File: config.mk
export PLATFORM = sky130hd
export DESIGN_NAME = cpu_bus_decode_oam_dma_core
export DESIGN_NICKNAME = d
export VERILOG_FILES = /design/src/rtl/cbd_pkg.sv /design/src/rtl/cpu_bus_decode_oam_dma_core.sv /design/src/rtl/cbd_decode.sv
export SDC_FILE = /design/constraint.sdc
export NUM_CORES = 1
export LEC_CHECK = 0
export BUFFER_PORTS_ARGS = -buffer_cell sky130_fd_sc_hd__clkbuf_2
export CELL_PAD_IN_SITES_DETAIL_PLACEMENT = 1
export CELL_PAD_IN_SITES_GLOBAL_PLACEMENT = 1
export CORE_ASPECT_RATIO = 1.2
export CORE_UTILIZATION = 40
export CTS_CLUSTER_DIAMETER = 50
export CTS_CLUSTER_SIZE = 40
export DETAILED_ROUTE_END_ITERATION = 7
export PLACE_DENSITY_LB_ADDON = 0.1
export SKIP_LAST_GASP = 1
export SLEW_MARGIN = 0
export SYNTH_ARGS = -nofsm -noshare
export SYNTH_HDL_FRONTEND = slang
export SYNTH_SLANG_ARGS = --single-unit
File: constraint.sdc
create_clock -name clock -period 4.4 [get_ports clock]
set_input_delay 0 -clock clock [delete_from_list [all_inputs] [get_ports clock]]
set_output_delay 0 -clock clock [all_outputs]
set_load 0.1 [all_outputs]
File: src/rtl/cbd_pkg.sv
// Shared types, item codes and field widths for the CPU bus decoder with
// sprite-memory DMA. Used by cbd_decode and cpu_bus_decode_oam_dma_core.
`default_nettype none

package cbd_pkg;

   localparam int ADDR_W = 16;
   localparam int BYTE_W = 8;
   localparam int PHASE_W = 3;

   localparam logic [1:0] MODE_TICK  = 2'd0;
   localparam logic [1:0] MODE_READ  = 2'd1;
   localparam logic [1:0] MODE_WRITE = 2'd2;

   localparam logic [2:0] TGT_NONE  = 3'd0;
   localparam logic [2:0] TGT_CART  = 3'd1;
   localparam logic [2:0] TGT_RAM   = 3'd2;
   localparam logic [2:0] TGT_PPU   = 3'd3;
   localparam logic [2:0] TGT_PAD1  = 3'd4;
   localparam logic [2:0] TGT_PAD2  = 3'd5;
   localparam logic [2:0] TGT_PADS  = 3'd6;
   localparam logic [2:0] TGT_DMA   = 3'd7;

   localparam logic [1:0] KIND_READ  = 2'd0;
   localparam logic [1:0] KIND_WRITE = 2'd1;
   localparam logic [1:0] KIND_PEEK  = 2'd2;

   localparam logic [ADDR_W-1:0] RAM_MASK    = 16'h07FF;
   localparam logic [ADDR_W-1:0] RAM_TOP     = 16'h1FFF;
   localparam logic [ADDR_W-1:0] PPU_TOP     = 16'h3FFF;
   localparam logic [ADDR_W-1:0] PPU_MASK    = 16'h0007;
   localparam logic [ADDR_W-1:0] PAD1_ADDR   = 16'h4016;
   localparam logic [ADDR_W-1:0] PAD2_ADDR   = 16'h4017;
   localparam logic [ADDR_W-1:0] OAM_DMA_REG = 16'h4014;

   localparam logic [PHASE_W-1:0] PHASE_LAST = 3'd5;
   localparam logic [PHASE_W-1:0] PHASE_A    = 3'd0;
   localparam logic [PHASE_W-1:0] PHASE_B    = 3'd3;

   localparam logic CSR_IDX_CTRL = 1'b0;

   typedef struct packed {
      logic [1:0]        mode;
      logic [ADDR_W-1:0] address;
      logic [BYTE_W-1:0] write_data;
      logic              peek_only;
      logic              cart_claims;
      logic [BYTE_W-1:0] fetched_data;
      logic              ppu_nmi;
   } item_type;

   typedef struct packed {
      logic [2:0]        target;
      logic [ADDR_W-1:0] bus_address;
      logic [1:0]        access_kind;
      logic [BYTE_W-1:0] bus_data;
      logic              oam_write;
      logic [BYTE_W-1:0] oam_index;
      logic [BYTE_W-1:0] oam_data;
      logic              cpu_step;
      logic              dma_busy;
      logic              cpu_nmi;
   } result_type;

   typedef struct packed {
      logic [PHASE_W-1:0] tick_phase;
      logic               dma_running;
      logic               dma_align_wait;
      logic [BYTE_W-1:0]  dma_source_page;
      logic [BYTE_W-1:0]  dma_byte_index;
   } state_type;

endpackage

`default_nettype wire

File: src/rtl/cpu_bus_decode_oam_dma_core.sv
// CPU bus decoder and sprite-memory DMA engine, top level.
// Depends on cbd_pkg and cbd_decode.
//
// Use:
//   req channel: one item per handshake; tuser carries the item mode (tick,
//   CPU read, CPU write), tdata the address, write byte, flags, DMA fetch byte
//   and PPU NMI request.
//   rsp channel: exactly one result item per request item, in order. tuser
//   carries the bus target and access kind, tdata the local address, data,
//   sprite-memory write, CPU step, DMA busy and CPU NMI.
//   csr port: register 0 (controllers_present, 2 bits) at byte address 0.
//   Write it only while no items are in flight.
// Timing:
//   An accepted item is held in an input register, decoded combinationally
//   and lands in the result register, which drives rsp_tvalid. Throughput is
//   one item per cycle while the receiver does not stall; the state update
//   (tick phase, DMA page and index) loops back through the decoder.
// Reset clears phase and DMA state, arms align_wait, empties both registers.
// When the receiver stalls, the result register holds; the input register
// still takes one more item, then req_tready drops until rsp_tready returns.
`default_nettype none

module cpu_bus_decode_oam_dma_core (
   input  wire         clock,
   input  wire         reset,
   input  wire         req_tvalid,
   output logic        req_tready,
   // [15:0] address, [23:16] write_data, [24] peek_only, [25] cart_claims,
   // [33:26] fetched_data, [34] ppu_nmi, [39:35] zero
   input  wire  [39:0] req_tdata,
   // [1:0] mode
   input  wire  [1:0]  req_tuser,
   output logic        rsp_tvalid,
   input  wire         rsp_tready,
   // [15:0] bus_address, [23:16] bus_data, [24] oam_write, [32:25] oam_index,
   // [40:33] oam_data, [41] cpu_step, [42] dma_busy, [43] cpu_nmi, [47:44] zero
   output logic [47:0] rsp_tdata,
   // [2:0] target, [4:3] access_kind
   output logic [4:0]  rsp_tuser,
   input  wire         csr_psel,
   input  wire         csr_penable,
   input  wire         csr_pwrite,
   input  wire  [2:0]  csr_paddr,
   input  wire  [31:0] csr_pwdata,
   output logic [31:0] csr_prdata,
   output logic        csr_pready
);

   logic                 in_valid_ff, in_valid_in;
   cbd_pkg::item_type    in_item_ff;
   logic                 out_valid_ff, out_valid_in;
   cbd_pkg::result_type  out_res_ff;
   cbd_pkg::state_type   state_ff, state_in;
   logic [1:0]           pads_ff, pads_in;

   cbd_pkg::item_type    req_item;
   cbd_pkg::result_type  dec_res;
   logic                 out_ready;
   logic                 advance;
   logic                 req_fire;
   logic                 csr_write;

   assign req_item.mode         = req_tuser;
   assign req_item.address      = req_tdata[15:0];
   assign req_item.write_data   = req_tdata[23:16];
   assign req_item.peek_only    = req_tdata[24];
   assign req_item.cart_claims  = req_tdata[25];
   assign req_item.fetched_data = req_tdata[33:26];
   assign req_item.ppu_nmi      = req_tdata[34];

   assign out_ready  = !out_valid_ff || rsp_tready;
   assign advance    = in_valid_ff && out_ready;
   assign req_tready = !in_valid_ff || out_ready;
   assign req_fire   = req_tvalid && req_tready;

   cbd_decode u_decode (
      .item         (in_item_ff),
      .state        (state_ff),
      .pads_present (pads_ff),
      .result       (dec_res),
      .state_next   (state_in)
   );

   assign csr_pready = 1'b1;
   assign csr_write  = csr_psel && csr_penable && csr_pwrite && csr_pready;

   always_comb begin
      pads_in = pads_ff;
      if (csr_write && csr_paddr[2] == cbd_pkg::CSR_IDX_CTRL) begin
         pads_in = csr_pwdata[1:0];
      end
      csr_prdata = '0;
      if (csr_paddr[2] == cbd_pkg::CSR_IDX_CTRL) begin
         csr_prdata = {30'd0, pads_ff};
      end
   end

   always_comb begin
      in_valid_in = in_valid_ff;
      if (req_tready) begin
         in_valid_in = req_tvalid;
      end
      out_valid_in = out_valid_ff;
      if (out_ready) begin
         out_valid_in = in_valid_ff;
      end
   end

   always_ff @(posedge clock) begin
      if (reset) begin
         in_valid_ff  <= 1'b0;
         out_valid_ff <= 1'b0;
         pads_ff      <= '0;
         state_ff     <= '{tick_phase: '0, dma_running: 1'b0, dma_align_wait: 1'b1,
                           dma_source_page: '0, dma_byte_index: '0};
      end else begin
         in_valid_ff  <= in_valid_in;
         out_valid_ff <= out_valid_in;
         pads_ff      <= pads_in;
         if (advance) begin
            state_ff <= state_in;
         end
      end
   end

   always_ff @(posedge clock) begin
      if (req_fire) begin
         in_item_ff <= req_item;
      end
      if (advance) begin
         out_res_ff <= dec_res;
      end
   end

   assign rsp_tvalid = out_valid_ff;
   assign rsp_tuser  = {out_res_ff.access_kind, out_res_ff.target};
   assign rsp_tdata  = {4'd0, out_res_ff.cpu_nmi, out_res_ff.dma_busy, out_res_ff.cpu_step,
                        out_res_ff.oam_data, out_res_ff.oam_index, out_res_ff.oam_write,
                        out_res_ff.bus_data, out_res_ff.bus_address};

   // idle DMA leaves index at zero and the alignment flag armed
   a_idle_index: assert property (@(posedge clock) disable iff (reset)
      !state_ff.dma_running |-> state_ff.dma_byte_index == '0)
      else $error("DMA index nonzero while idle");

   a_idle_align: assert property (@(posedge clock) disable iff (reset)
      !state_ff.dma_running |-> state_ff.dma_align_wait)
      else $error("alignment flag clear while idle");

   a_phase_range: assert property (@(posedge clock) disable iff (reset)
      state_ff.tick_phase <= cbd_pkg::PHASE_LAST)
      else $error("tick phase out of range");

   a_step_excl: assert property (@(posedge clock) disable iff (reset)
      out_valid_ff && out_res_ff.cpu_step |->
         !out_res_ff.dma_busy && !out_res_ff.oam_write &&
         out_res_ff.target == cbd_pkg::TGT_NONE)
      else $error("CPU step during DMA activity");

endmodule

`default_nettype wire

File: src/rtl/cbd_decode.sv
// Single-pass decode of one item: address routing, DMA sequencing, tick phase.
// Depends on cbd_pkg for the item, result and state types.
`default_nettype none

module cbd_decode (
   input  wire cbd_pkg::item_type   item,
   input  wire cbd_pkg::state_type  state,
   input  wire [1:0]                pads_present,
   output cbd_pkg::result_type      result,
   output cbd_pkg::state_type       state_next
);

   logic [cbd_pkg::PHASE_W-1:0] phase;
   logic                        slot;
   logic                        odd;
   logic                        is_write;
   logic [cbd_pkg::BYTE_W-1:0]  data;
   logic [cbd_pkg::BYTE_W-1:0]  index_inc;

   always_comb begin
      result     = '0;
      state_next = state;
      phase      = (state.tick_phase > cbd_pkg::PHASE_LAST) ? cbd_pkg::PHASE_A
                                                            : state.tick_phase;
      slot       = (phase == cbd_pkg::PHASE_A) || (phase == cbd_pkg::PHASE_B);
      odd        = phase[0];
      is_write   = (item.mode == cbd_pkg::MODE_WRITE);
      data       = item.write_data;
      index_inc  = state.dma_byte_index + 8'd1;
      case (item.mode)
         cbd_pkg::MODE_TICK: begin
            if (slot) begin
               if (state.dma_running) begin
                  if (state.dma_align_wait && odd) begin
                     state_next.dma_align_wait = 1'b0;
                  end else if (!odd) begin
                     result.target      = cbd_pkg::TGT_DMA;
                     result.bus_address = {state.dma_source_page, state.dma_byte_index};
                  end else begin
                     result.oam_write = 1'b1;
                     result.oam_index = state.dma_byte_index;
                     result.oam_data  = item.fetched_data;
                     state_next.dma_byte_index = index_inc;
                     if (index_inc == '0) begin
                        state_next.dma_running    = 1'b0;
                        state_next.dma_align_wait = 1'b1;
                     end
                  end
               end else begin
                  result.cpu_step = 1'b1;
               end
            end
            result.cpu_nmi        = item.ppu_nmi;
            state_next.tick_phase = (phase == cbd_pkg::PHASE_LAST) ? cbd_pkg::PHASE_A
                                                                   : phase + 3'd1;
         end
         cbd_pkg::MODE_READ, cbd_pkg::MODE_WRITE: begin
            if (item.cart_claims) begin
               result.target      = cbd_pkg::TGT_CART;
               result.bus_address = item.address;
            end else if (item.address <= cbd_pkg::RAM_TOP) begin
               result.target      = cbd_pkg::TGT_RAM;
               result.bus_address = item.address & cbd_pkg::RAM_MASK;
            end else if (item.address <= cbd_pkg::PPU_TOP) begin
               result.target      = cbd_pkg::TGT_PPU;
               result.bus_address = item.address & cbd_pkg::PPU_MASK;
            end else if (item.address == cbd_pkg::PAD1_ADDR) begin
               if (is_write) begin
                  case (pads_present)
                     2'b11:   result.target = cbd_pkg::TGT_PADS;
                     2'b01:   result.target = cbd_pkg::TGT_PAD1;
                     2'b10:   result.target = cbd_pkg::TGT_PAD2;
                     default: result.target = cbd_pkg::TGT_NONE;
                  endcase
                  data = {7'd0, item.write_data[0]};
               end else if (pads_present[0]) begin
                  result.target = cbd_pkg::TGT_PAD1;
               end
               if (result.target != cbd_pkg::TGT_NONE) begin
                  result.bus_address = item.address;
               end
            end else if (item.address == cbd_pkg::PAD2_ADDR) begin
               if (!is_write && pads_present[1]) begin
                  result.target      = cbd_pkg::TGT_PAD2;
                  result.bus_address = item.address;
               end
            end else if (item.address == cbd_pkg::OAM_DMA_REG && is_write) begin
               state_next.dma_running     = 1'b1;
               state_next.dma_byte_index  = '0;
               state_next.dma_source_page = item.write_data;
            end
            if (result.target != cbd_pkg::TGT_NONE) begin
               if (is_write) begin
                  result.access_kind = cbd_pkg::KIND_WRITE;
                  result.bus_data    = data;
               end else if (item.peek_only) begin
                  result.access_kind = cbd_pkg::KIND_PEEK;
               end else begin
                  result.access_kind = cbd_pkg::KIND_READ;
               end
            end
         end
         default: begin
         end
      endcase
      result.dma_busy = state_next.dma_running;
   end

endmodule

`default_nettype wire
==> reports/qor.yml <==
status: "finished clean"
yosys_warnings: 0
layout-area-overhead-vs-synth_pct: 24.1
ys.flop_type: "edfxtp_1"
netSwitchingFraction_pct: 32.0
switching_power_w: 0.000775
synth_edf_count: 86
cp.arrival_ps: 2710
ant_nets: 0
endpoint_kind: "flop"
wire_per_inst_um: 16.6
die_height_um: 123
rrSetupSlack_ps: 1940
routed-wl-met2_mm: 6.04
tightest_slew_ps: 974
yosysTopAreaCell: "edfxtp_1"
nets: 608
ys_types: 51
cts_buffers: 9
met3WireLength_um: 458
p_seq_share_pct: 49.7
hold_path.startpoint: "csr_penable"
synthCells: 383
cts_buffer_depth: 2
fp.dieW_um: 103
track_usage_pct: 19.2
gp_congestion: 0.797
antenna_found_initial: 0
port_buffers: 99
fill_cells: 1291
die-area_um2: 12700
reg2reg_from: "state_ff[18]"
root_buffer: "clkbuf_16"
final.min_clock_period_ps: 2460
grt_pass1_vias: 3509
crit_required_ps: 4650
first_iter_violations: 154
synth_top_area_share_pct: 52.9
cts_tree: "yes"
leakagePower_nw: 2.40
overflow: 0
post_cts_buffers: 0
powerDensity_nw_per_um2: 399
hold_depth: 4
clk_latency_ps: 350
startpoint_type: "flop"
placed_cell_area_um2: 5370
skew_ps: 9.19
worstHoldPathType: "input port to flop"
whs_ps: 67.7
cp_cell_sequence: "nand2_1, nor2_1, ha_1, nand4b_1, nor3_2, o21ai_0, a311oi_1"
async_reset_ff_share_pct: 0
ir_worst_vdd_uv: 184
htreeDepth: 3
via_count: 3383
combPwrFrac_pct: 18.5
crit_type: "flop to flop"
crit_path_max_fanout: 13
slowest_delay_ps: 680
layout-drive-gt1-share_pct: 24.5
grt_max_degree: 51
n_antenna_cell: 0
io_pins: 172
start_util_pct: 41.6
drc: 0
synth-seq-area-share_pct: 63.1
finalCritPeriodShare_pct: 56.0
place_hpwl_mm: 7.63
drt-met1-wl_mm: 4.64
synth_area_um2: 4880
clkTransAtPathRegs_ps: 70
rsz0062_at_grt: "no"
slew_violations: 0
min_to: "pads_ff[1]"
dr.pass1.iters: 4
fin_ws_ps: 1940
rr_worst_depth: 7
routed_wl_mm: 11.3
fmax_mhz: 406
finalHoldViolations: 0
finalSetupViolCount: 0
vias_per_cell: 4.98
finalSetupTns_ps: 0
internal-power_w: 0.00164
numClockSinks: 111
grt_pass1_wl_mm: 17.9
routed.top_layer: "met4"
ys_ff_latch: 111
finalInstanceArea_um2: 6060
core_area_um2: 11700
synth.area.top_cells: "edfxtp_1, dfxtp_1, buf_4"
placement_rows: 43
maxCapViolCount: 0
place_ws_ps: 1900
crit_path_top_delay_cell: "nor3_2"
slew_headroom_pct: 35.1
power_frac_clock_pct: 31.8
syn_avg_cell_area_um2: 12.8
rr_endpoint: "state_ff[6]"
[cell families after synthesis]
| kind of cell | after synthesis | share of synthesized area [%] |
|---|---|---|
| and+or+nand+nor | 122 | 13.9 |
| xor gates and xnor gates | 3 | 0.538 |
| muxes | 10 | 2.05 |
| adders and majority gates | 6 | 1.54 |
| AOI/OAI and AO/OA | 70 | 11.1 |
| buffers and inverters | 59 | 7.66 |
| other | 2 | 0.154 |
| DFF | 111 | 63.1 |
[per-layer routing]
layer	vias up	GRT usage (%)
li1	1611	-
met1	1654	23.5
met2	103	33.7
met3	15	2.77
met4	0	7.83
met5	-	0
[power groups by stage]
stage | logic, W | clock network [W] | registers, W
5_1_grt | 0.000466 | 0.000823 | 0.00121
2_1_floorplan | 0.000218 | 0 | 0.00138
3_5_place_dp | 0.000420 | 0 | 0.00123
3_3_place_gp | 0.000416 | 0 | 0.00122
6_report | 0.000448 | 0.000769 | 0.00120
4_1_cts | 0.000449 | 0.000792 | 0.00120
[repair_timing]
item,CTS,global route
hold buffers,41,0
endpoints found under the hold margin,41,0
gates resized for setup,0,0
[worst max-delay path: cells and delay by family, from the launching register on]
kind	cells	cell delay (ps)
and+or+nand+nor	4	1090
AOI/OAI and AO/OA	2	540
DFF	1	500
adders and majority gates	1	230
[cell type report]
type / count / area [µm²] / share of cell area (%)
clock buffers: 9 / 225 / 3.72
clock inverters: 7 / 53.8 / 0.888
inverters: 8 / 30.0 / 0.495
multi-input cells: 246 / 1550 / 25.6
flip-flops and latches: 111 / 3080 / 50.9
well taps: 157 / 196 / 3.24
repair buffers: 142 / 921 / 15.2
[state kept, by name (all words and copies together), names as in the netlist]
name         flops
rsp_tuser        5
pads_ff          2
in_valid_ff      1
rsp_tvalid       1
in_item_ff      37
rsp_tdata       44
state_ff        21
[cell usage in the layout, fill, tap and decap left out, drive strengths merged, types with 2 or more instances in the layout]
cell,count
a211oi,2
a21o,2
a21oi,16
a22o,17
a311oi,9
a31o,2
a31oi,7
and2,26
and3,4
and4,3
buf,2
clkbuf,108
clkinv,3
conb,35
dfxtp,25
dlygate4sd3,41
edfxtp,86
ha,6
inv,11
mux2i,10
nand2,17
nand2b,5
nand3,9
nand4,4
nand4b,2
nor2,30
nor2b,5
nor3,6
nor3b,4
nor4,2
o21a,2
o21ai,5
o21bai,2
o22ai,2
o31ai,2
or3,2
xnor2,2
[worst max path at each step]
stage / startpoint / to / slack, ps / cells past startpoint
after floorplan: rsp_tvalid / in_item_ff[0] / 1350 / 3
after global placement: in_item_ff[32] / rsp_tdata[23] / 2000 / 5
after detailed placement: in_item_ff[32] / rsp_tdata[3] / 1900 / 5
after CTS: in_item_ff[32] / rsp_tdata[3] / 1870 / 5
after global routing: state_ff[18] / state_ff[6] / 1710 / 7
final: state_ff[18] / state_ff[6] / 1940 / 7
[synth_stat cells, types with 2 or more instances]
library cell  count
edfxtp_1         86
buf_4            36
nor2_1           30
and2_1           26
dfxtp_1          25
a22o_1           17
nand2_1          17
a21oi_1          15
mux2i_1          10
nand3_1           9
a311oi_1          8
inv_1             8
buf_2             7
a31oi_1           6
ha_1              6
nand2b_1          5
nor2b_1           5
nor3_1            5
o21ai_0           5
and3_1            4
nor3b_1           4
and4_1            3
buf_1             3
clkbuf_1          3
a211oi_1          2
a21o_1            2
a31o_2            2
conb_1            2
nand4_1           2
nand4b_1          2
nor4_1            2
o21a_1            2
o21bai_1          2
o22ai_1           2
o31ai_1           2
or3_1             2
xnor2_1           2
[per-stage QoR]
step	cells	power, W	utilization (%)
after detailed placement	623	0.00165	45.8
after global placement	623	0.00164	45.8
final	680	0.00242	51.7
after floorplan	416	0.00160	-
after global routing	680	0.00250	51.7
after CTS	680	0.00244	51.7
Note: power is estimated with default switching activity, not from simulation.
